### src/hw/rtl/assert_macros.svh
// ----------------------------------------------------------------------------
// Assertion macros
// Concurrent assertion wrappers shared by the RTL; they expand to nothing
// when SYNTH is defined.
// ----------------------------------------------------------------------------
`ifndef ASSERT_MACROS_SVH
`define ASSERT_MACROS_SVH
`ifndef SYNTH
`define ASSERT_ALWAYS(lbl, clk, rstn, expr) \
    lbl: assert property (@(posedge clk) disable iff (!(rstn)) (expr)) \
        else $error("assertion failed: invariant");
`define ASSERT_SAME(lbl, clk, rstn, ante, cons) \
    lbl: assert property (@(posedge clk) disable iff (!(rstn)) (ante) |-> (cons)) \
        else $error("assertion failed: same-cycle implication");
`define ASSERT_NEXT(lbl, clk, rstn, ante, cons) \
    lbl: assert property (@(posedge clk) disable iff (!(rstn)) (ante) |=> (cons)) \
        else $error("assertion failed: next-cycle implication");
`else
`define ASSERT_ALWAYS(lbl, clk, rstn, expr)
`define ASSERT_SAME(lbl, clk, rstn, ante, cons)
`define ASSERT_NEXT(lbl, clk, rstn, ante, cons)
`endif
`endif

### src/hw/rtl/arlm_pkg.sv
`timescale 1ns / 1ps
// ----------------------------------------------------------------------------
// Audio RMS level meter package
// Widths, register indexes, controller states, command and status types and
// the output lookup functions shared by the level meter modules.
// ----------------------------------------------------------------------------
package arlm_pkg;

    localparam int SAMPLE_W   = 12;
    localparam int CFG_W      = 18;
    localparam int CFG_ADDR_W = 2;
    localparam int LEN_W      = 11;
    localparam int ALPHA_W    = 9;
    localparam int STEP_W     = 18;
    localparam int SUM_W      = 34;
    localparam int FRAC_W     = 16;
    localparam int DQ_W       = SUM_W + FRAC_W;
    localparam int ROOT_W     = DQ_W / 2;
    localparam int SREM_W     = ROOT_W + 2;
    localparam int RMS_W      = 20;
    localparam int LVL_W      = 21;
    localparam int EMA_W      = 30;
    localparam int INT_W      = 3;
    localparam int LEDS_W     = 5;
    localparam int COL_W      = 8;
    localparam int ITER_W     = 6;

    localparam int MAX_WINDOW  = 1024;
    localparam int BAR_LEDS    = 25;
    localparam int LEN_RESET   = 200;
    localparam int ALPHA_RESET = 51;
    localparam int STEP_RESET  = 10486;
    localparam int ALPHA_ONE   = 256;
    localparam int MID_CODE    = 524288;
    localparam int ROUND_HALF  = 128;
    localparam int EMA_SHIFT   = 8;
    localparam int DIV_STEPS   = DQ_W;
    localparam int SQRT_STEPS  = ROOT_W;
    localparam int LEVEL_MAX   = 4;

    typedef enum logic [CFG_ADDR_W-1:0] {
        CFG_WINDOW_LENGTH   = 2'd0,
        CFG_SMOOTHING_ALPHA = 2'd1,
        CFG_LEVEL_STEP      = 2'd2
    } cfg_idx_t;

    typedef enum logic [2:0] {
        ST_IDLE,
        ST_DIV,
        ST_SQRT,
        ST_EMA_A,
        ST_EMA_B,
        ST_OUT
    } state_t;

    typedef struct packed {
        logic acc_en;
        logic div_step;
        logic sqrt_step;
        logic ema_a;
        logic ema_b;
        logic out_load;
    } cmd_t;

    typedef struct packed {
        logic win_end;
    } stat_t;

    function automatic logic [LEDS_W-1:0] leds_of(input logic [INT_W-1:0] lvl);
        int prod;
        prod = int'(lvl) * BAR_LEDS;
        return LEDS_W'(prod / 4);
    endfunction

    function automatic logic [COL_W-1:0] red_of(input logic [INT_W-1:0] lvl);
        logic [COL_W-1:0] col;
        case (lvl)
            3'd2:    col = 8'd80;
            3'd3:    col = 8'd120;
            3'd4:    col = 8'd120;
            default: col = 8'd0;
        endcase
        return col;
    endfunction

    function automatic logic [COL_W-1:0] green_of(input logic [INT_W-1:0] lvl);
        logic [COL_W-1:0] col;
        case (lvl)
            3'd1:    col = 8'd80;
            3'd2:    col = 8'd80;
            3'd3:    col = 8'd60;
            default: col = 8'd0;
        endcase
        return col;
    endfunction

endpackage

### src/hw/rtl/arlm_dp.sv
`timescale 1ns / 1ps
// ----------------------------------------------------------------------------
// Level meter datapath
// Configuration registers, square accumulator, bit-serial divider, digit-by-
// digit square root, moving average and output register.
// ----------------------------------------------------------------------------
module arlm_dp (
    input  logic                               aclk,
    input  logic                               aresetn,
    input  logic                               cfg_wr_en,
    input  logic [arlm_pkg::CFG_ADDR_W-1:0]    cfg_addr,
    input  logic [arlm_pkg::CFG_W-1:0]         cfg_wdata,
    input  logic [arlm_pkg::SAMPLE_W-1:0]      s_sample,
    input  arlm_pkg::cmd_t                     cmd,
    output arlm_pkg::stat_t                    stat,
    output logic [arlm_pkg::INT_W-1:0]         m_intensity,
    output logic [arlm_pkg::LEDS_W-1:0]        m_leds_lit,
    output logic [arlm_pkg::COL_W-1:0]         m_red,
    output logic [arlm_pkg::COL_W-1:0]         m_green,
    output logic [arlm_pkg::COL_W-1:0]         m_blue,
    output logic [arlm_pkg::RMS_W-1:0]         m_rms_level,
    output logic [arlm_pkg::LVL_W-1:0]         m_smoothed_level
);
    import arlm_pkg::*;

    logic [LEN_W-1:0]    len_cfg_reg;
    logic [ALPHA_W-1:0]  alpha_cfg_reg;
    logic [STEP_W-1:0]   step_cfg_reg;
    logic [SUM_W-1:0]    sum_reg;
    logic [LEN_W-1:0]    count_reg;
    logic [LVL_W-1:0]    smoothed_reg;
    logic [LEN_W-1:0]    div_d_reg;
    logic [LEN_W-1:0]    div_rem_reg;
    logic [DQ_W-1:0]     dq_reg;
    logic [ROOT_W-1:0]   root_reg;
    logic [SREM_W-1:0]   srem_reg;
    logic [RMS_W-1:0]    rms_reg;
    logic [EMA_W-1:0]    ema_reg;
    logic [INT_W-1:0]    int_out_reg;
    logic [LEDS_W-1:0]   leds_out_reg;
    logic [COL_W-1:0]    red_out_reg;
    logic [COL_W-1:0]    green_out_reg;
    logic [RMS_W-1:0]    rms_out_reg;
    logic [LVL_W-1:0]    lvl_out_reg;

    logic [LEN_W-1:0]       len_eff;
    logic [ALPHA_W-1:0]     alpha_eff;
    logic [ALPHA_W-1:0]     beta;
    logic [2*SAMPLE_W-1:0]  square;
    logic [SUM_W-1:0]       sum_add;
    logic [LEN_W:0]         div_trial;
    logic                   div_ge;
    logic [SREM_W+1:0]      sq_shift;
    logic [SREM_W+1:0]      sq_trial;
    logic                   sq_ge;
    logic [RMS_W-1:0]       rms_sat;
    logic [RMS_W-1:0]       mag_half;
    logic [LVL_W-1:0]       mag;
    logic [EMA_W-1:0]       ema_sum;
    logic [LVL_W-1:0]       thr1;
    logic [LVL_W-1:0]       thr2;
    logic [LVL_W-1:0]       thr3;
    logic [LVL_W-1:0]       thr4;
    logic [INT_W-1:0]       level;

    always_comb begin
        if (len_cfg_reg == '0) begin
            len_eff = LEN_W'(1);
        end else if (32'(len_cfg_reg) > MAX_WINDOW) begin
            len_eff = LEN_W'(MAX_WINDOW);
        end else begin
            len_eff = len_cfg_reg;
        end
        alpha_eff = (32'(alpha_cfg_reg) > ALPHA_ONE) ? ALPHA_W'(ALPHA_ONE) : alpha_cfg_reg;
        beta      = ALPHA_W'(ALPHA_ONE) - alpha_eff;
    end

    assign square       = s_sample * s_sample;
    assign sum_add      = sum_reg + SUM_W'(square);
    assign stat.win_end = ({1'b0, count_reg} + (LEN_W+1)'(1)) >= {1'b0, len_eff};

    assign div_trial = {div_rem_reg, dq_reg[DQ_W-1]};
    assign div_ge    = div_trial >= {1'b0, div_d_reg};

    assign sq_shift = {srem_reg, dq_reg[DQ_W-1:DQ_W-2]};
    assign sq_trial = (SREM_W+2)'({root_reg, 2'b01});
    assign sq_ge    = sq_shift >= sq_trial;

    always_comb begin
        if (root_reg[ROOT_W-1:RMS_W] != '0) begin
            rms_sat = '1;
        end else begin
            rms_sat = root_reg[RMS_W-1:0];
        end
        if (rms_sat[RMS_W-1]) begin
            mag_half = rms_sat - RMS_W'(MID_CODE);
        end else begin
            mag_half = RMS_W'(MID_CODE) - rms_sat;
        end
        mag = {mag_half, 1'b0};
    end

    assign ema_sum = ema_reg + EMA_W'(beta * smoothed_reg);

    always_comb begin
        thr1  = LVL_W'(step_cfg_reg);
        thr2  = LVL_W'({step_cfg_reg, 1'b0});
        thr4  = LVL_W'({step_cfg_reg, 2'b00});
        thr3  = thr1 + thr2;
        level = INT_W'(smoothed_reg > thr1) + INT_W'(smoothed_reg > thr2)
              + INT_W'(smoothed_reg > thr3) + INT_W'(smoothed_reg > thr4);
    end

    always_ff @(posedge aclk) begin
        if (!aresetn) begin
            len_cfg_reg   <= LEN_W'(LEN_RESET);
            alpha_cfg_reg <= ALPHA_W'(ALPHA_RESET);
            step_cfg_reg  <= STEP_W'(STEP_RESET);
            sum_reg       <= '0;
            count_reg     <= '0;
            smoothed_reg  <= '0;
        end else begin
            if (cfg_wr_en) begin
                case (cfg_addr)
                    CFG_WINDOW_LENGTH:   len_cfg_reg   <= cfg_wdata[LEN_W-1:0];
                    CFG_SMOOTHING_ALPHA: alpha_cfg_reg <= cfg_wdata[ALPHA_W-1:0];
                    CFG_LEVEL_STEP:      step_cfg_reg  <= cfg_wdata[STEP_W-1:0];
                    default: ;
                endcase
            end
            if (cmd.acc_en) begin
                if (stat.win_end) begin
                    sum_reg   <= '0;
                    count_reg <= '0;
                end else begin
                    sum_reg   <= sum_add;
                    count_reg <= count_reg + LEN_W'(1);
                end
            end
            if (cmd.ema_b) begin
                smoothed_reg <= ema_sum[EMA_SHIFT+LVL_W-1:EMA_SHIFT];
            end
        end
    end

    always_ff @(posedge aclk) begin
        if (cmd.acc_en && stat.win_end) begin
            dq_reg      <= {sum_add, FRAC_W'(0)};
            div_d_reg   <= len_eff;
            div_rem_reg <= '0;
            root_reg    <= '0;
            srem_reg    <= '0;
        end else if (cmd.div_step) begin
            dq_reg      <= {dq_reg[DQ_W-2:0], div_ge};
            div_rem_reg <= div_ge ? LEN_W'(div_trial - {1'b0, div_d_reg})
                                  : div_trial[LEN_W-1:0];
        end else if (cmd.sqrt_step) begin
            dq_reg   <= {dq_reg[DQ_W-3:0], 2'b00};
            root_reg <= {root_reg[ROOT_W-2:0], sq_ge};
            srem_reg <= sq_ge ? SREM_W'(sq_shift - sq_trial) : sq_shift[SREM_W-1:0];
        end
        if (cmd.ema_a) begin
            rms_reg <= rms_sat;
            ema_reg <= EMA_W'(alpha_eff * mag) + EMA_W'(ROUND_HALF);
        end
        if (cmd.out_load) begin
            int_out_reg   <= level;
            leds_out_reg  <= leds_of(level);
            red_out_reg   <= red_of(level);
            green_out_reg <= green_of(level);
            rms_out_reg   <= rms_reg;
            lvl_out_reg   <= smoothed_reg;
        end
    end

    assign m_intensity      = int_out_reg;
    assign m_leds_lit       = leds_out_reg;
    assign m_red            = red_out_reg;
    assign m_green          = green_out_reg;
    assign m_blue           = '0;
    assign m_rms_level      = rms_out_reg;
    assign m_smoothed_level = lvl_out_reg;

endmodule

### src/hw/rtl/arlm_ctrl.sv
`timescale 1ns / 1ps
`include "assert_macros.svh"
// ----------------------------------------------------------------------------
// Level meter controller
// Sequences sample accumulation, the window-end divide, square root and
// moving average, and holds the result valid flag.
// ----------------------------------------------------------------------------
module arlm_ctrl (
    input  logic             aclk,
    input  logic             aresetn,
    input  logic             s_valid,
    output logic             s_ready,
    output logic             m_valid,
    input  logic             m_ready,
    input  arlm_pkg::stat_t  stat,
    output arlm_pkg::cmd_t   cmd
);
    import arlm_pkg::*;

    localparam logic [ITER_W-1:0] DIV_LAST  = ITER_W'(DIV_STEPS - 1);
    localparam logic [ITER_W-1:0] SQRT_LAST = ITER_W'(SQRT_STEPS - 1);

    state_t             state_reg;
    state_t             state_next;
    logic [ITER_W-1:0]  cnt_reg;
    logic [ITER_W-1:0]  cnt_next;
    logic               m_valid_reg;
    logic               m_valid_next;

    always_ff @(posedge aclk) begin
        if (!aresetn) begin
            state_reg   <= ST_IDLE;
            cnt_reg     <= '0;
            m_valid_reg <= 1'b0;
        end else begin
            state_reg   <= state_next;
            cnt_reg     <= cnt_next;
            m_valid_reg <= m_valid_next;
        end
    end

    always_comb begin
        state_next = state_reg;
        cnt_next   = cnt_reg;
        cmd        = '0;
        s_ready    = 1'b0;
        case (state_reg)
            ST_IDLE: begin
                s_ready    = 1'b1;
                cmd.acc_en = s_valid;
                if (s_valid && stat.win_end) begin
                    state_next = ST_DIV;
                    cnt_next   = '0;
                end
            end
            ST_DIV: begin
                cmd.div_step = 1'b1;
                if (cnt_reg == DIV_LAST) begin
                    state_next = ST_SQRT;
                    cnt_next   = '0;
                end else begin
                    cnt_next = cnt_reg + ITER_W'(1);
                end
            end
            ST_SQRT: begin
                cmd.sqrt_step = 1'b1;
                if (cnt_reg == SQRT_LAST) begin
                    state_next = ST_EMA_A;
                    cnt_next   = '0;
                end else begin
                    cnt_next = cnt_reg + ITER_W'(1);
                end
            end
            ST_EMA_A: begin
                cmd.ema_a  = 1'b1;
                state_next = ST_EMA_B;
            end
            ST_EMA_B: begin
                cmd.ema_b  = 1'b1;
                state_next = ST_OUT;
            end
            ST_OUT: begin
                if (!m_valid_reg || m_ready) begin
                    cmd.out_load = 1'b1;
                    state_next   = ST_IDLE;
                end
            end
            default: begin
                state_next = ST_IDLE;
            end
        endcase
        if (cmd.out_load) begin
            m_valid_next = 1'b1;
        end else if (m_ready) begin
            m_valid_next = 1'b0;
        end else begin
            m_valid_next = m_valid_reg;
        end
    end

    assign m_valid = m_valid_reg;

    `ASSERT_NEXT(a_window_end_starts_div, aclk, aresetn,
                 s_valid && s_ready && stat.win_end, state_reg == ST_DIV)
    `ASSERT_SAME(a_no_result_overwrite, aclk, aresetn,
                 cmd.out_load, !m_valid_reg || m_ready)
    `ASSERT_ALWAYS(a_iter_bounded, aclk, aresetn,
                   (state_reg != ST_DIV || cnt_reg <= DIV_LAST)
                   && (state_reg != ST_SQRT || cnt_reg <= SQRT_LAST))

endmodule

### src/hw/rtl/audio_rms_level_meter_core.sv
`timescale 1ns / 1ps
// ----------------------------------------------------------------------------
// Audio RMS level meter core
// Windowed RMS of 12-bit ADC samples, smoothed by a moving average and
// quantised to a five-step loudness level with bar length and colour.
// ----------------------------------------------------------------------------
// Usage:
// Samples enter on the s_ channel, one transaction per cycle while s_ready is
// high. Each sample's square is added to a 34-bit accumulator. The sample that
// closes a window starts the window-end sequence: a bit-serial divide by the
// window length, a two-bits-per-cycle square root and the moving-average
// multiply steps EMA_A and EMA_B, followed by the output load. s_ready is low
// through that whole sequence, and longer while the load waits on m_ready, so
// no new sample is taken until the result is in the output register.
// One result transaction appears on the m_ channel per window, once the
// window-end sequence has loaded it. The result sits in an output register, so
// sampling carries on while it waits; if m_ready stays low until the next
// window closes, the block holds in the load step until the old result goes.
// Configuration writes take effect at once. The user must make them only
// while the block is idle; the block itself does not enforce this. Reset
// restores the default window of 200 samples, alpha 51/256 and a step of
// 10486, and clears the accumulator, count and smoothed level.
// ----------------------------------------------------------------------------
module audio_rms_level_meter_core (
    input  logic                               aclk,
    input  logic                               aresetn,
    input  logic                               cfg_wr_en,
    input  logic [arlm_pkg::CFG_ADDR_W-1:0]    cfg_addr,
    input  logic [arlm_pkg::CFG_W-1:0]         cfg_wdata,
    input  logic                               s_valid,
    output logic                               s_ready,
    input  logic [arlm_pkg::SAMPLE_W-1:0]      s_sample,
    output logic                               m_valid,
    input  logic                               m_ready,
    output logic [arlm_pkg::INT_W-1:0]         m_intensity,
    output logic [arlm_pkg::LEDS_W-1:0]        m_leds_lit,
    output logic [arlm_pkg::COL_W-1:0]         m_red,
    output logic [arlm_pkg::COL_W-1:0]         m_green,
    output logic [arlm_pkg::COL_W-1:0]         m_blue,
    output logic [arlm_pkg::RMS_W-1:0]         m_rms_level,
    output logic [arlm_pkg::LVL_W-1:0]         m_smoothed_level
);
    import arlm_pkg::*;

    cmd_t  cmd;
    stat_t stat;

    arlm_ctrl u_ctrl (
        .aclk    (aclk),
        .aresetn (aresetn),
        .s_valid (s_valid),
        .s_ready (s_ready),
        .m_valid (m_valid),
        .m_ready (m_ready),
        .stat    (stat),
        .cmd     (cmd)
    );

    arlm_dp u_dp (
        .aclk             (aclk),
        .aresetn          (aresetn),
        .cfg_wr_en        (cfg_wr_en),
        .cfg_addr         (cfg_addr),
        .cfg_wdata        (cfg_wdata),
        .s_sample         (s_sample),
        .cmd              (cmd),
        .stat             (stat),
        .m_intensity      (m_intensity),
        .m_leds_lit       (m_leds_lit),
        .m_red            (m_red),
        .m_green          (m_green),
        .m_blue           (m_blue),
        .m_rms_level      (m_rms_level),
        .m_smoothed_level (m_smoothed_level)
    );

endmodule
### config.mk
export PLATFORM = sky130hd
export DESIGN_NAME = audio_rms_level_meter_core
export DESIGN_NICKNAME = d
export VERILOG_FILES = /design/src/hw/rtl/arlm_pkg.sv /design/src/hw/rtl/arlm_dp.sv /design/src/hw/rtl/arlm_ctrl.sv /design/src/hw/rtl/audio_rms_level_meter_core.sv
export VERILOG_INCLUDE_DIRS = /design/src /design/src/hw/rtl
export SDC_FILE = /design/constraint.sdc
export NUM_CORES = 2
export LEC_CHECK = 0
export ABC_AREA = 1
export BUFFER_PORTS_ARGS = -buffer_cell sky130_fd_sc_hd__buf_2
export CAP_MARGIN = 20
export CORE_ASPECT_RATIO = 2
export CORE_MARGIN = 4
export CORE_UTILIZATION = 50
export DETAILED_ROUTE_END_ITERATION = 6
export GPL_TIMING_DRIVEN = 0
export PLACE_DENSITY = 0.64
export RECOVER_POWER = 100
export SKIP_LAST_GASP = 1
export SYNTH_ARGS = -nofsm -noshare
export SYNTH_HDL_FRONTEND = slang
export SYNTH_SLANG_ARGS = --single-unit
### constraint.sdc
create_clock -name aclk -period 7.4 [get_ports aclk]
set_input_delay 1.48 -clock aclk [delete_from_list [all_inputs] [get_ports aclk]]
set_output_delay 1.48 -clock aclk [all_outputs]
set_load 0.01 [all_outputs]
==> results.md <==
Status:
- The flow ran to the end, but the final reports show violations.
- The final reports fail on design-rule violations, max-capacitance violations, max-slew violations.

Synth:
- Sorting the synthesized cells by area gives the leading types as fa_1 (21%), edfxtp_1 (12%), nand2_1 (11%).
- The share of the yosys chip area belonging to registers is 22.0%.
- The cell taking the most area after synthesis is fa_1.
- After synthesis, the share of flip-flops with an asynchronous set or reset is 0%.
- The number of enable flip-flop cells after synthesis is 145.
- The flip-flop and latch count after synthesis is 338.
- The per-instance average area after synthesis is 7.50 um^2.
- The prevailing post-synth register cell is dfxtp_1.
- The distinct cell type count of the synthesized netlist is 61.
- The cell area that synthesis handed to floorplanning was 37,400 um^2.
- The Yosys step of the flow raised 0 warnings.
- The top-area cell type share of the netlist area is 20.6%.
- The count of mapped cells out of synthesis is 4,991.

Cells and area:
- Relative to the synthesized area, the layout overhead comes to 8.25%.
- The filler cells instantiated in the layout total 7,429.
- Of the cells placed in the final design, the portion with a size suffix greater than 1 is 5.12%.
- The finished cells cover 40,500 um^2.
- The library cell used most frequently in the layout, excluding fill and tap cells, is nand2_1.
- The multi-input combinational cells in the finished layout cover a total of 24,900 um^2.
- The register area is 8220 um^2.
- The final non-filler cell total is 6,110.
- Leaving out fill and tap cells, the most frequent cells in the layout are nand2_1 (1,078), inv_1 (998), nor2_1 (539).
- The number of flip-flops in the largest register is 50.
- The number of nets in the layout is 5,893.

Worst setup path:
- The kind of capture point of the worst setup path is a flop.
- The critical path's largest stage delay is 0.57 ns.
- The slowest stage of the critical path is the fa_1 cell.
- The dominant cell type by count on the critical path is inv_1.
- The critical path launch point type is a flop.
- For the worst setup path, the data required time is 7.87 ns.
- The data arrival time at the worst-slack endpoint is 7.69 ns.
- The top fanout value on the critical path is 10.
- The critical path is of the reg -> reg type.

Routing:
- Summed over all nets, wire length on met3 after detailed routing comes to 4310 um.
- In the routed layout, each cell is associated on average with a via count of 5.40.
- The antenna violation net count after detailed routing is 0.
- The total iterations of the first detailed-routing run is 7.
- The detailed router finished its first iteration with 1,567 violations.
- The routed layout has 33,000 vias.
- Detailed routing placed a total of 62,500 um of wire on met2.
- In this run the top signal layer used is met4.
- The final routed wire length divided by cell count is 18.8 um.
- The met1 layer wirelength in the final routing is 38,500 um.
- For this run, design rule violations remaining after detail routing come to 1.
- The aggregate routed wire length is 115,000 um.

Clock tree:
- The number of sinks on the clock net is 338.
- The longest clock path from root to sink contains 3 buffers.
- Buffers inserted to repair hold after CTS numbered 0.
- The clock transition at the registers of the reported paths is 0.07 ns.
- Clock latency on the worst-skew pair, taken at its later pin, is 0.59 ns.
- The number of H-tree levels is 2.
- CTS placed an instance of clkbuf_16 at the clock tree root.
- TritonCTS built the clock tree.
- The number of clock buffers inserted by TritonCTS is 35.

Timing:
- After layout, the minimum clock period comes to 7.22 ns.
- Static timing analysis puts the maximum clock frequency at 139 MHz.
- The clock arrives with 0.0299 ns of skew.
- At the pin with the least slew margin, the transition time is 2.27 ns.
- Across all setup checks in the final design, the least slack found is 0.185 ns.
- The worst hold slack is 0.417 ns.
- Of the available clock period, the critical path in the final layout requires 97.5%.
- The number of pins exceeding their max-slew limit in the final report is 99.
- The hold violation count in the final report is 0.
- The worst max-slew margin expressed relative to the limit is -51.3%.
- Setup violations remaining at the end of the flow were counted as 0.

Place:
- The number of placed instances, taps included, is 6,036.
- The placed instances occupy a cell area of 39,200 um^2.
- The global placement routability congestion is 0.998.
- The half-perimeter wire length after placement is 96,000 um.
- Buffers placed on the I/O ports in this run total 95.
- At the placement stage, the worst setup path has a slack of -0.937 ns.

Floorplanning:
- The die height is 395 um.
- The die covers 79,600 um^2.
- The initial utilization of the core area, before any placement, comes to 50.5%.
- 112 I/O pins were placed.
- After floorplanning, the core was sized to cover 74,100 um^2.
- Row generation in the floorplan step produced 141 rows.
- The width of the die is 201 um.

Power:
- The analysis attributes to cell leakage a power of 0.0208 uW.
- Dividing total power by cell area gives a power density of 388 nW/um^2.
- The worst-case IR drop observed on VDD is 0.000349 V.

GRT:
- Entering global routing, the biggest net connects 44 pins.
- The via count of the first global-routing pass is 34,400.
- The initial antenna violation count came to 1.
- Summed over all layers, the global routing overflow is 0.
- Global routing used 28.6% of the available tracks across all layers.
- The global-route wire length before repair is 181,000 um.

Run:
- The count of max-cap constraint violations is 3.

Min path:
- The min-delay analysis places its worst path in the category reg -> reg.
==> stage by stage <==
| step | total power [uW] | util, % | TNS, ns |
|---|---|---|---|
| after floorplan | 10900 | - | 0 |
| final | 15700 | 54.7 | 0 |
| after CTS | 15600 | 54.6 | 0 |
| after detailed placement | 13700 | 53.0 | -13.37 |
| after global routing | 17400 | 54.7 | -0.109 |
| after global placement | 13600 | 52.8 | -13.14 |
==> Yosys cell counts (4+ instances only) <==
library cell,n
nand3_1,183
buf_2,18
nor2_4,4
a21o_1,17
a211oi_1,31
o21ai_0,200
fa_1,386
or2_1,7
o21ai_1,8
nand3_2,5
o21bai_1,16
ha_1,317
a21oi_1,277
o211ai_1,30
o31ai_1,5
xor2_1,56
nand2_2,12
buf_4,27
nand4_1,78
edfxtp_1,145
dfxtp_1,193
xnor2_1,56
nand2_1,1085
or2_2,13
nor2_2,15
a31oi_1,22
nor3_1,43
clkbuf_1,100
inv_2,15
inv_1,999
o21ai_2,9
nor2_1,547
clkinv_1,5
nand3b_1,9
nor4_1,15
==> cells by family after synthesis <==
| logic type | after synthesis | share of synthesized area [%] |
|---|---|---|
| adders and majority gates | 703 | 31.2 |
| muxes | 3 | 0.0836 |
| DFF | 338 | 22.0 |
| and+or+nand+nor | 2029 | 22.5 |
| AOI/OAI and AO/OA | 635 | 9.51 |
| xor gates and xnor gates | 112 | 2.62 |
| other | 1 | 0.0100 |
| buffers and inverters | 1170 | 12.1 |
==> worst max-delay path, delay by kind of cell (launching register included) <==
family                     cells  cell delay, ns
AOI/OAI and AO/OA              3            0.72
adders and majority gates      6            2.98
buffers and inverters         10            1.34
DFF                            1            0.31
and+or+nand+nor               11            1.74
==> layout make-up <==
cell class | count | share of cell area [%]
repair buffers | 112 | 1.23
plain buffers | 149 | 1.75
clock buffers | 42 | 2.41
diodes | 2 | 0.0123
well taps | 929 | 2.87
multi-input cells | 3498 | 61.5
flip-flops and latches | 338 | 20.3
clock inverters | 21 | 0.463
inverters | 1019 | 9.49
==> path summary, 6_finish.rpt <==
| check | startpoint | endpoint | slack, ns | depth (start not counted) |
|---|---|---|---|---|
| hold / removal | u_dp.rms_reg[10]$_DFFE_PN_ | u_dp.m_rms_level[10]$_DFFE_PP_ | 0.42 | 0 |
| setup / recovery | u_dp.alpha_cfg_reg[8]$_SDFFE_PN0P_ | u_dp.smoothed_reg[18]$_SDFFE_PN0P_ | 0.18 | 30 |
| hold reg to reg | u_dp.rms_reg[10]$_DFFE_PN_ | u_dp.m_rms_level[10]$_DFFE_PP_ | 0.42 | 0 |
| setup reg to reg | u_dp.alpha_cfg_reg[8]$_SDFFE_PN0P_ | u_dp.smoothed_reg[18]$_SDFFE_PN0P_ | 0.18 | 30 |
==> report_power, final <==
part	switching (uW)	leakage (uW)	internal, uW
logic	7360	0.0173	3770
clock network	840	0.000568	1020
registers	267	0.00294	2470
total	8460	0.0208	7270
==> metal layers <==
metal  global-route usage, %  up-vias
li1                        -    15900
met1                    28.1    15700
met2                    55.7      936
met3                    2.99      429
met4                    19.1        0
met5                       0        -
==> repair_timing <==
item / CTS / global route
cloned: 0 / 1
setup endpoints to repair: 33 / 29
buffers inserted: 1 / 7
resized for setup: 20 / 59
pin swaps: 1 / 7
Power figures use the tool's default switching activity.
